--- src/rtl/telnet_iac_option_negotiator_unit_macros.svh ---
// Assertion macros for the telnet option negotiator.
`ifndef TELNET_IAC_OPTION_NEGOTIATOR_UNIT_MACROS_SVH
`define TELNET_IAC_OPTION_NEGOTIATOR_UNIT_MACROS_SVH
`ifndef SYNTHESIS
`define TIO_ASSERT_IMPL(lbl, clk, rst_n, ante, cons) \
  lbl: assert property (@(posedge clk) disable iff (!rst_n) (ante) |-> (cons)) \
    else $error("assertion failed");
`define TIO_ASSERT_NEXT(lbl, clk, rst_n, ante, cons) \
  lbl: assert property (@(posedge clk) disable iff (!rst_n) (ante) |=> (cons)) \
    else $error("assertion failed");
`else
`define TIO_ASSERT_IMPL(lbl, clk, rst_n, ante, cons)
`define TIO_ASSERT_NEXT(lbl, clk, rst_n, ante, cons)
`endif
`endif

--- src/rtl/tio_pkg.sv ---
package tio_pkg;
  localparam int SubDepth  = 40;
  localparam int SubIdxW   = 6;
  localparam int TypeChars = 8;

  localparam logic [7:0] B_IAC  = 8'd255;
  localparam logic [7:0] B_DONT = 8'd254;
  localparam logic [7:0] B_DO   = 8'd253;
  localparam logic [7:0] B_WONT = 8'd252;
  localparam logic [7:0] B_WILL = 8'd251;
  localparam logic [7:0] B_SB   = 8'd250;
  localparam logic [7:0] B_GA   = 8'd249;
  localparam logic [7:0] B_BRK  = 8'd243;
  localparam logic [7:0] B_DM   = 8'd242;
  localparam logic [7:0] B_SE   = 8'd240;
  localparam logic [7:0] OPT_BINARY = 8'd0;
  localparam logic [7:0] OPT_ECHO   = 8'd1;
  localparam logic [7:0] OPT_SGA    = 8'd3;
  localparam logic [7:0] OPT_TTYPE  = 8'd24;
  localparam logic [7:0] OPT_NAWS   = 8'd31;
  localparam logic [7:0] OPT_SPEED  = 8'd32;
  localparam logic [7:0] SUB_IS     = 8'd0;
  localparam logic [7:0] SUB_SEND   = 8'd1;
  localparam logic [23:0] SpeedMax     = 24'd9999999;
  localparam logic [23:0] DefaultSpeed = 24'd9600;

  localparam logic [2:0] K_DATA   = 3'd0;
  localparam logic [2:0] K_NET    = 3'd1;
  localparam logic [2:0] K_WIN    = 3'd2;
  localparam logic [2:0] K_LBRK   = 3'd3;
  localparam logic [2:0] K_RBRK   = 3'd4;
  localparam logic [2:0] K_UNEXP  = 3'd5;

  localparam logic [1:0] REG_BREAK_MODE = 2'd0;
  localparam logic [1:0] REG_TYPE_CHARS = 2'd1;
  localparam logic [1:0] REG_TYPE_LEN   = 2'd2;
  localparam logic [1:0] REG_SPEED      = 2'd3;

  // Reply sequencer source selection.
  typedef enum logic [2:0] {
    SRC_IAC, SRC_SB, SRC_OPT, SRC_IS, SRC_CHAR, SRC_DIGIT, SRC_COMMA, SRC_SE
  } src_e;

  // Datapath commands from the controller.
  typedef struct packed {
    logic       load_byte;   // capture rx byte into parse stage
    logic       sub_clear;
    logic       sub_write;
    logic       sub_read;    // read address from rd_idx
    logic [SubIdxW-1:0] rd_idx;
    logic       conv_start;  // start decimal conversion
    logic       conv_step;
    logic       win_latch;   // shift read byte into window register
  } dp_cmd_t;

  typedef struct packed {
    logic [7:0] rd_data;
    logic       conv_done;
    logic [3:0] ndig;
  } dp_sts_t;
endpackage

--- src/rtl/tio_controller.sv ---
// Parser and reply sequencer.
module tio_controller (
  input  logic              clk_i,
  input  logic              rst_ni,
  input  logic              in_valid_i,
  output logic              in_ready_o,
  input  logic [7:0]        in_byte_i,
  output logic              out_valid_o,
  input  logic              out_ready_i,
  output logic [2:0]        out_kind_o,
  output logic [7:0]        out_byte_o,
  output logic [31:0]       out_win_o,
  output logic              out_last_o,
  input  logic [1:0]        break_mode_i,
  input  logic [63:0]       type_chars_i,
  input  logic [3:0]        type_len_i,
  output tio_pkg::dp_cmd_t  cmd_o,
  output logic [7:0]        wr_data_o,
  output logic [tio_pkg::SubIdxW-1:0] wr_idx_o,
  output logic [2:0]        dig_sel_o,
  input  logic [7:0]        dig_char_i,
  input  logic [31:0]       win_i,
  input  tio_pkg::dp_sts_t  sts_i
);
  import tio_pkg::*;

  localparam logic [3:0] ST_IDLE  = 4'd0;
  localparam logic [3:0] ST_RD0   = 4'd1;
  localparam logic [3:0] ST_RD1   = 4'd2;
  localparam logic [3:0] ST_DEC   = 4'd3;
  localparam logic [3:0] ST_WIN   = 4'd4;
  localparam logic [3:0] ST_REPLY = 4'd5;
  localparam logic [3:0] ST_CONV  = 4'd6;
  localparam logic [3:0] ST_NEG   = 4'd7;

  logic [3:0] st_q, st_d;
  logic [1:0] stage_q, stage_d;
  logic [7:0] verb_q, verb_d;
  logic       insub_q, insub_d, esc_q, esc_d;
  logic [SubIdxW-1:0] cnt_q, cnt_d;
  logic [7:0] opt0_q, opt0_d;
  logic       spd_q, spd_d;
  logic [2:0] win_n_q, win_n_d;
  logic [4:0] seq_q, seq_d;
  logic [1:0] rep_q, rep_d;
  logic [3:0] pos_q, pos_d;
  logic [7:0] neg_q, neg_d, nopt_q, nopt_d;
  logic       ov_q, ov_d;
  logic [2:0] okind_q, okind_d;
  logic [7:0] obyte_q, obyte_d;
  logic       olast_q, olast_d;
  logic       owin_q, owin_d;
  logic [3:0] tlen;
  logic [7:0] rd_eff;
  logic [7:0] chr;
  src_e       src;
  logic       seq_last;

  assign tlen = (type_len_i > 4'(TypeChars)) ? 4'(TypeChars) : type_len_i;
  assign chr  = type_chars_i[{pos_q[2:0], 3'b000} +: 8];
  assign in_ready_o = (st_q == ST_IDLE) && !(ov_q && !out_ready_i);

  always_comb begin
    st_d = st_q; stage_d = stage_q; verb_d = verb_q; insub_d = insub_q;
    esc_d = esc_q; cnt_d = cnt_q; opt0_d = opt0_q; spd_d = spd_q;
    win_n_d = win_n_q; seq_d = seq_q; rep_d = rep_q; pos_d = pos_q;
    neg_d = neg_q; nopt_d = nopt_q;
    ov_d = ov_q && !out_ready_i;
    okind_d = okind_q; obyte_d = obyte_q; olast_d = olast_q; owin_d = owin_q;
    cmd_o = '0;
    cmd_o.rd_idx = '0;
    wr_data_o = in_byte_i;
    wr_idx_o  = cnt_q;
    dig_sel_o = 3'(pos_q);
    src = SRC_IAC;
    seq_last = 1'b0;
    rd_eff = '0;

    case (st_q)
      ST_IDLE: begin
        if (in_valid_i && in_ready_o) begin
          if (insub_q) begin
            if (esc_q && in_byte_i == B_SE) begin
              esc_d = 1'b0;
              insub_d = 1'b0; stage_d = 2'd0;
              st_d = ST_RD0;
            end else if (!esc_q && in_byte_i == B_IAC) begin
              esc_d = 1'b1;
            end else begin
              esc_d = 1'b0;
              cmd_o.sub_write = 1'b1;
              cnt_d = cnt_q + 1'b1;
              if (cnt_q == SubIdxW'(SubDepth - 1)) begin
                insub_d = 1'b0; stage_d = 2'd0;
              end
            end
          end else if (stage_q == 2'd1) begin
            stage_d = 2'd0;
            case (in_byte_i)
              B_IAC: begin
                ov_d = 1'b1; okind_d = K_DATA; obyte_d = in_byte_i;
                olast_d = 1'b1; owin_d = 1'b0;
              end
              B_GA, B_DM: ;
              B_SB: begin insub_d = 1'b1; esc_d = 1'b0; cnt_d = '0; end
              B_BRK: begin
                if (break_mode_i == 2'd1 || break_mode_i == 2'd2) begin
                  ov_d = 1'b1; obyte_d = '0; olast_d = 1'b1; owin_d = 1'b0;
                  okind_d = (break_mode_i == 2'd1) ? K_LBRK : K_RBRK;
                end
              end
              B_DO, B_DONT, B_WILL, B_WONT: begin
                verb_d = in_byte_i; stage_d = 2'd2;
              end
              default: begin
                ov_d = 1'b1; okind_d = K_UNEXP; obyte_d = in_byte_i;
                olast_d = 1'b1; owin_d = 1'b0;
              end
            endcase
          end else if (stage_q == 2'd2) begin
            stage_d = 2'd0;
            case (verb_q)
              B_WILL: neg_d = (in_byte_i == OPT_SGA || in_byte_i == OPT_ECHO ||
                               in_byte_i == OPT_TTYPE || in_byte_i == OPT_NAWS)
                              ? B_DO : B_DONT;
              B_WONT: neg_d = B_DONT;
              B_DO:   neg_d = (in_byte_i == OPT_TTYPE || in_byte_i == OPT_BINARY ||
                               in_byte_i == OPT_NAWS || in_byte_i == OPT_SPEED)
                              ? B_WILL : B_WONT;
              default: neg_d = B_WONT;
            endcase
            nopt_d = in_byte_i; seq_d = '0;
            st_d = ST_NEG;
          end else begin
            if (in_byte_i == B_IAC) stage_d = 2'd1;
            else begin
              ov_d = 1'b1; okind_d = K_DATA; obyte_d = in_byte_i;
              olast_d = 1'b1; owin_d = 1'b0;
            end
          end
        end
      end
      ST_NEG: begin
        if (!ov_q || out_ready_i) begin
          ov_d = 1'b1; okind_d = K_NET; owin_d = 1'b0;
          obyte_d = (seq_q == 5'd0) ? B_IAC : (seq_q == 5'd1) ? neg_q : nopt_q;
          olast_d = (seq_q == 5'd2);
          seq_d = seq_q + 5'd1;
          if (seq_q == 5'd2) st_d = ST_IDLE;
        end
      end
      ST_RD0: begin
        cmd_o.sub_read = 1'b1; cmd_o.rd_idx = '0;
        st_d = ST_RD1;
      end
      ST_RD1: begin
        // rd_q holds entry 0; fetch entry 1.
        rd_eff = (cnt_q > 0) ? sts_i.rd_data : 8'd0;
        opt0_d = rd_eff;
        cmd_o.sub_read = 1'b1; cmd_o.rd_idx = SubIdxW'(1);
        win_n_d = 3'd1;
        st_d = ST_DEC;
      end
      ST_DEC: begin
        rd_eff = (cnt_q > 1) ? sts_i.rd_data : 8'd0;
        seq_d = '0; pos_d = '0; rep_d = '0;
        if (opt0_q == OPT_NAWS) begin
          cmd_o.sub_read = 1'b1; cmd_o.rd_idx = SubIdxW'(2);
          cmd_o.win_latch = 1'b1;
          st_d = ST_WIN; win_n_d = 3'd2;
        end else if (opt0_q == OPT_TTYPE && rd_eff == SUB_SEND) begin
          spd_d = 1'b0; st_d = ST_REPLY;
        end else if (opt0_q == OPT_SPEED && rd_eff == SUB_SEND) begin
          spd_d = 1'b1; cmd_o.conv_start = 1'b1; st_d = ST_CONV;
        end else st_d = ST_IDLE;
      end
      ST_WIN: begin
        // Shift entries 1..4 through the window register; zero past count.
        cmd_o.win_latch = 1'b1;
        cmd_o.sub_read = 1'b1;
        cmd_o.rd_idx = SubIdxW'(win_n_q) + SubIdxW'(1);
        win_n_d = win_n_q + 3'd1;
        if (win_n_q == 3'd4 && (!ov_q || out_ready_i)) begin
          ov_d = 1'b1; okind_d = K_WIN; obyte_d = '0; olast_d = 1'b1; owin_d = 1'b1;
          st_d = ST_IDLE;
        end else if (win_n_q == 3'd4) begin
          cmd_o.win_latch = 1'b0; cmd_o.sub_read = 1'b0; win_n_d = win_n_q;
        end
      end
      ST_CONV: begin
        cmd_o.conv_step = 1'b1;
        if (sts_i.conv_done) begin
          cmd_o.conv_step = 1'b0;
          pos_d = sts_i.ndig - 4'd1;
          st_d = ST_REPLY;
        end
      end
      ST_REPLY: begin
        case (seq_q)
          5'd0: src = SRC_IAC;
          5'd1: src = SRC_SB;
          5'd2: src = SRC_OPT;
          5'd3: src = SRC_IS;
          5'd4: src = spd_q ? SRC_DIGIT : SRC_CHAR;
          5'd5: src = SRC_COMMA;
          5'd6: src = SRC_DIGIT;
          5'd7: src = SRC_IAC;
          default: src = SRC_SE;
        endcase
        if (seq_q == 5'd4 && !spd_q && tlen == 4'd0) src = SRC_IAC;
        seq_last = (src == SRC_SE);
        if (!ov_q || out_ready_i) begin
          ov_d = 1'b1; okind_d = K_NET; owin_d = 1'b0; olast_d = seq_last;
          case (src)
            SRC_IAC:   obyte_d = B_IAC;
            SRC_SB:    obyte_d = B_SB;
            SRC_OPT:   obyte_d = spd_q ? OPT_SPEED : OPT_TTYPE;
            SRC_IS:    obyte_d = SUB_IS;
            SRC_CHAR:  obyte_d = chr;
            SRC_DIGIT: obyte_d = dig_char_i;
            SRC_COMMA: obyte_d = 8'h2C;
            default:   obyte_d = B_SE;
          endcase
          case (src)
            SRC_CHAR: begin
              pos_d = pos_q + 4'd1;
              if (pos_q + 4'd1 >= tlen) seq_d = 5'd7;
            end
            SRC_DIGIT: begin
              if (pos_q == 4'd0) begin
                pos_d = sts_i.ndig - 4'd1;
                seq_d = (seq_q == 5'd4) ? 5'd5 : 5'd7;
              end else pos_d = pos_q - 4'd1;
            end
            SRC_IAC: seq_d = (seq_q == 5'd0) ? 5'd1 : 5'd8;
            SRC_SE:  st_d = ST_IDLE;
            default: seq_d = seq_q + 5'd1;
          endcase
        end
      end
      default: st_d = ST_IDLE;
    endcase
  end

  // Zero window entries beyond the collected count on the way out of the register.
  logic [31:0] win_fix;
  always_comb begin
    win_fix = win_i;
    if (cnt_q < 5) win_fix[7:0]   = '0;
    if (cnt_q < 4) win_fix[15:8]  = '0;
    if (cnt_q < 3) win_fix[23:16] = '0;
    if (cnt_q < 2) win_fix[31:24] = '0;
  end

  always_ff @(posedge clk_i or negedge rst_ni) begin
    if (!rst_ni) begin
      st_q <= ST_IDLE; stage_q <= '0; verb_q <= '0; insub_q <= 1'b0; esc_q <= 1'b0;
      cnt_q <= '0; ov_q <= 1'b0; seq_q <= '0; rep_q <= '0; pos_q <= '0;
      win_n_q <= '0; spd_q <= 1'b0;
    end else begin
      st_q <= st_d; stage_q <= stage_d; verb_q <= verb_d; insub_q <= insub_d;
      esc_q <= esc_d; cnt_q <= cnt_d; ov_q <= ov_d; seq_q <= seq_d; rep_q <= rep_d;
      pos_q <= pos_d; win_n_q <= win_n_d; spd_q <= spd_d;
    end
  end

  always_ff @(posedge clk_i) begin
    opt0_q <= opt0_d; neg_q <= neg_d; nopt_q <= nopt_d;
    okind_q <= okind_d; obyte_q <= obyte_d; olast_q <= olast_d; owin_q <= owin_d;
  end

  assign out_valid_o = ov_q;
  assign out_kind_o  = okind_q;
  assign out_byte_o  = obyte_q;
  assign out_win_o   = owin_q ? win_fix : 32'd0;
  assign out_last_o  = olast_q;
endmodule

--- config.mk ---
export PLATFORM = sky130hd
export DESIGN_NAME = tio_controller
export DESIGN_NICKNAME = d
export VERILOG_FILES = /design/src/rtl/telnet_iac_option_negotiator_unit_macros.svh /design/src/rtl/tio_pkg.sv /design/src/rtl/tio_controller.sv
export SDC_FILE = /design/constraint.sdc
export NUM_CORES = 1
export LEC_CHECK = 0
export BUFFER_PORTS_ARGS = -buffer_cell sky130_fd_sc_hd__buf_2
export CAP_MARGIN = 40
export CORE_ASPECT_RATIO = 1.75
export CORE_MARGIN = 10
export CORE_UTILIZATION = 30
export DETAILED_ROUTE_END_ITERATION = 8
export RECOVER_POWER = 100
export SYNTH_ARGS = -nofsm -noshare
export SYNTH_HDL_FRONTEND = slang
export SYNTH_SLANG_ARGS = --single-unit
--- constraint.sdc ---
create_clock -name clk_i -period 4.21 [get_ports clk_i]
set_input_delay 0.842 -clock clk_i [delete_from_list [all_inputs] [get_ports clk_i]]
set_output_delay 0.842 -clock clk_i [all_outputs]
set_load 0.03 [all_outputs]
# After elaboration in Yosys (flattened, before gate mapping)
# Index checks and enable logic that the tools add are counted.
# W data, S select, Z words.
# totals
output_inout_bits,76
mem_bits_ro,0
n_memories,0
ramBits,0
latch_bits,0
regBits,73
# op_classes
n_lt_le_gt_ge,8
mux,149
bitwise_logic,3
mul,0
n_eq_ne,77
add_sub_neg,7
div_mod_pow,0
shifts,1
reduce_logical,55
# ops
cell,count
$mux W8,16
$eq A8 B8 Y1 const B,13
$mux W4,18
$shiftx A64 B7 Y8,1
$pmux W8 S7,1
$mux W1,52
$mux W3,16
$mux W5,8
$pmux W5 S4,2
$mux W6,6
$pmux W3 S3,4
$eq A8 B5 Y1 const B,4
$mux W32,1
$pmux W4 S8,1
$pmux W8 S4,1
$reduce_and A10 Y1,3
$pmux W7 S4,1
$ne A2 B2 Y1 const B,12
$ne A3 B3 Y1 const B,7
$pmux W3 S7,1
$eq A5 B3 Y1 const B,4
$mux W2,10
$eq A4 B3 Y1 const B,4
$eq A8 B1 Y1 const B,2
other kinds (54),112

# Longest topological paths before layout
# depth
ltp_word,10
ltp_mapped,11
depth_no_buf,8

# Worst setup path before layout
# Ideal clock, no wire load.
# synth_timing
kind,input to output
start,in out_ready_i
end,out cmd_o[9] (netlist bit)
path_slack_ns,1.206
arrival_time_ns,2.162
cell_stages,5
t_required_ns,3.368
path_cell_list,nor2b_1 -> nand3_1 -> and2_1 -> or2_2 -> o21bai_1
# synth_rtl
element,line,text
"start, declared",tio_controller.sv:9,"input logic out_ready_i,"
"end, declared",tio_controller.sv:17,"output tio_pkg::dp_cmd_t cmd_o,"

==> impl_metrics.csv <==
group,metric,value,unit
clocking,cts_sinks,67,
floorplanning,fp.dieW,123,µm
yosys,syn_area_per_cell,9.20,µm²
final_layout,final_cell_mix,"buf_2, clkbuf_1, nand2_1, nor2_1, dfrtp_1",
placed_design,io_buffers,206,
global_routing,grt_pass1_vias,5758,
sta,setup_viol,0,
outcome,status,"finished with violations",
setup_path,cp_data_required_time,3.37,ns
pwr,vdd.ir_drop.worst,0.000336,V
yosys,yosys_warnings,0,
sta,tns,0,ns
final_layout,drive_above_1_share,0.255,
sta,fin_crit,3.58,ns
routing,first_iter_violations,266,
yosys,synthArstFlopShare,0.522,
routing,drtPass1Iterations,5,
global_routing,grt_max_degree,33,
final_layout,final_common_cell,"buf_2",
floorplanning,rows,65,
routing,drc,0,
final_layout,syn2layout_area_growth,23.0,%
yosys,synth_seq_cells,67,
setup_path,crit_fanout,22,
global_routing,grt_remaining_overflow,0,
setup_path,path_cells,"or3_4 > nor3b_1 > o2111ai_1 > inv_1 > buf_2",
setup_path,cpMaxStageDelayCell,"dfrtp_1",
final_layout,final_area,6860,µm²
yosys,ys.flop_type,"dfrtp_1",
routing,wirelength,19.3,mm
clocking,cts_buffers,9,
sta,drv_slew,33,
clocking,clockRootBuffer,"clkbuf_16",
sta,grt_setup_unrepaired,"false",
setup_path,end_kind,"primary output",
floorplanning,die_area,24700,µm²
global_routing,antenna_found_initial,0,
clocking,post_cts_buffers,0,
setup_path,cp.arrival,2.74,ns
global_routing,grt_usage,0.153,
sta,fin_crit_sh,0.850,
placed_design,dpl_cell_area,6730,µm²
routing,ant_nets,0,
sta,finClkSkew,0.00694,ns
clocking,clk_latency,0.34,ns
final_layout,layout.nets,946,
clocking,htreeDepth,3,
clocking,clk_pin_slew_worst_paths,0.06,ns
run,drv_cap,1,
floorplanning,initial_utilization,0.307,
placed_design,gp_routability_congestion,0.904,
setup_path,critPathTopFamily,"simple AND/OR/NAND/NOR gates",
routing,vias_per_cell,5.31,
worst_hold_path,hp-class,"primary input to asynchronous set/reset pin",
yosys,syn_inst,606,
outcome,violations,"max-capacitance violations, max-slew violations",
routing,wl_per_cell,18.7,µm
final_layout,diodes,0,
sta,maxSlewHeadroom,-0.292,
clocking,cts_buffer_depth,2,
yosys,synth-seq-area-share,0.329,
yosys,synth.top_cells.by_area,"edfxtp_1, dfrtp_1, mux4_2",
yosys,yosysTopAreaCellShare,0.172,
clocking,ctsResizeCount,0,
routing,vias,5474,
yosys,synth_edf_count,32,
floorplanning,fp.coreArea,18100,µm²
floorplanning,die_height,200,µm
setup_path,crit_buf_inv,2,
setup_path,path_class,"flop to primary output",
sta,hold_viol,0,
clocking,cts_tree,"done",
yosys,synth.largest_area_cell,"edfxtp_1",
floorplanning,pin_count,211,
pwr,power_density,671,nW/µm²
sta,worst_pin_slew,1.94,ns
yosys,syn_area,5580,µm²
setup_path,startpoint_type,"flop",
setup_path,slowest_delay,0.62,ns
global_routing,grt_pass1_wl,30.5,mm
yosys,yosysUniqueCellTypes,91,
pwr,leakage,2.98,nW
final_layout,nFillCells,1920,
clocking,cts_hold_buf,0,
placed_design,dpl.hpwl,16.0,mm
sta,clock.fmax,279,MHz
-- registers in the layout, indices dropped and copies added, names as in the netlist --
signal       flops
esc_q            1
insub_q          1
neg_q            3
nopt_q           8
opt0_q           8
out_byte_o       8
out_kind_o       3
out_last_o       1
out_valid_o      1
owin_q           1
pos_q            4
seq_q            5
spd_q            1
st_q             3
stage_q          2
verb_q           8
win_n_q          3
wr_idx_o         6
-- final timing paths --
kind	depth (start not counted)	slack, ns	start	endpoint
min reg2reg	1	0.46	verb_q[4]	verb_q[4]
max in group asynchronous	2	1.81	rst_ni	pos_q[0]
min in group clk_i	1	0.46	verb_q[4]	verb_q[4]
min	1	0.31	rst_ni	verb_q[7]
max	5	0.63	st_q[1]	cmd_o[10]
max reg2reg	8	1.01	seq_q[1]	seq_q[1]
-- per-layer routing --
layer	share of wire	track usage
met5	0	0
met4	0.017	0.0472
met3	0.099	0.0467
met2	0.51	0.274
met1	0.38	0.166
-- per-stage QoR --
step                       util  hold WS (ns)  cells  total power [mW]  setup slack [ns]
after floorplan               -         0.430    609              3.20              1.21
after global placement    0.370         0.443   1013              3.93              1.05
after detailed placement  0.371         0.444   1014              3.94              1.03
after CTS                 0.387         0.298   1030              4.72             0.816
after global routing      0.378         0.327   1030              4.96             0.347
final                     0.378         0.310   1030              4.60             0.630
-- final cells by class --
cell class | count | area, µm² | area share
repair buffers | 214 | 991 | 0.144
clock inverters | 6 | 48.8 | 0.00712
inverters | 29 | 109 | 0.0159
flip-flops and latches | 67 | 1840 | 0.268
well taps | 234 | 293 | 0.0427
clock buffers | 10 | 250 | 0.0365
multi-input cells | 470 | 3330 | 0.485
-- worst register-to-register path, delay by kind of cell, from the launching register on --
family                     cells  cell delay, ns
AOI/OAI and AO/OA              2            1.13
buffers and inverters          1            0.11
adders and majority gates      1            0.48
DFF                            1            0.44
and+or+nand+nor                3            0.60
muxes                          1            0.34
-- cell families (layout without fill, tap and decap cells) --
group | after synthesis | count (layout) | share of synthesized area
mux | 30 | 30 | 0.0918
other cells | 1 | 4 | 0.000672
buf+inv | 72 | 259 | 0.0657
xor+xnor | 12 | 12 | 0.0188
fa+ha+maj | 20 | 20 | 0.0449
flops | 67 | 67 | 0.329
compound gates | 139 | 139 | 0.180
simple gates | 265 | 265 | 0.269
-- cell usage after synthesis, types with 5 or more instances --
| library cell | number |
|---|---|
| nand2b_1 | 13 |
| mux2i_1 | 8 |
| inv_1 | 28 |
| ha_1 | 20 |
| mux4_2 | 16 |
| and2_1 | 37 |
| a211o_1 | 6 |
| a211oi_1 | 5 |
| buf_2 | 8 |
| o211ai_1 | 12 |
| or3_1 | 5 |
| a21oi_1 | 27 |
| edfxtp_1 | 32 |
| nand2_1 | 52 |
| nor3_1 | 17 |
| nor2b_1 | 5 |
| nor4_1 | 8 |
| buf_4 | 15 |
| or2_2 | 7 |
| o21ai_0 | 26 |
| o221ai_1 | 5 |
| nand4_1 | 7 |
| nand3_1 | 24 |
| and3_1 | 15 |
| xnor2_1 | 7 |
| xor2_1 | 5 |
| o21a_1 | 5 |
| dfrtp_1 | 35 |
| mux2_2 | 5 |
| nor2_1 | 42 |
| clkbuf_1 | 13 |
| a31oi_1 | 12 |
-- power by group --
part           leakage (nW)  internal [mW]  switching (mW)
registers             0.754          0.891           0.182
logic                  2.08          0.993            1.78
clock network         0.151          0.444           0.316
Power figures use the tool's default switching activity.
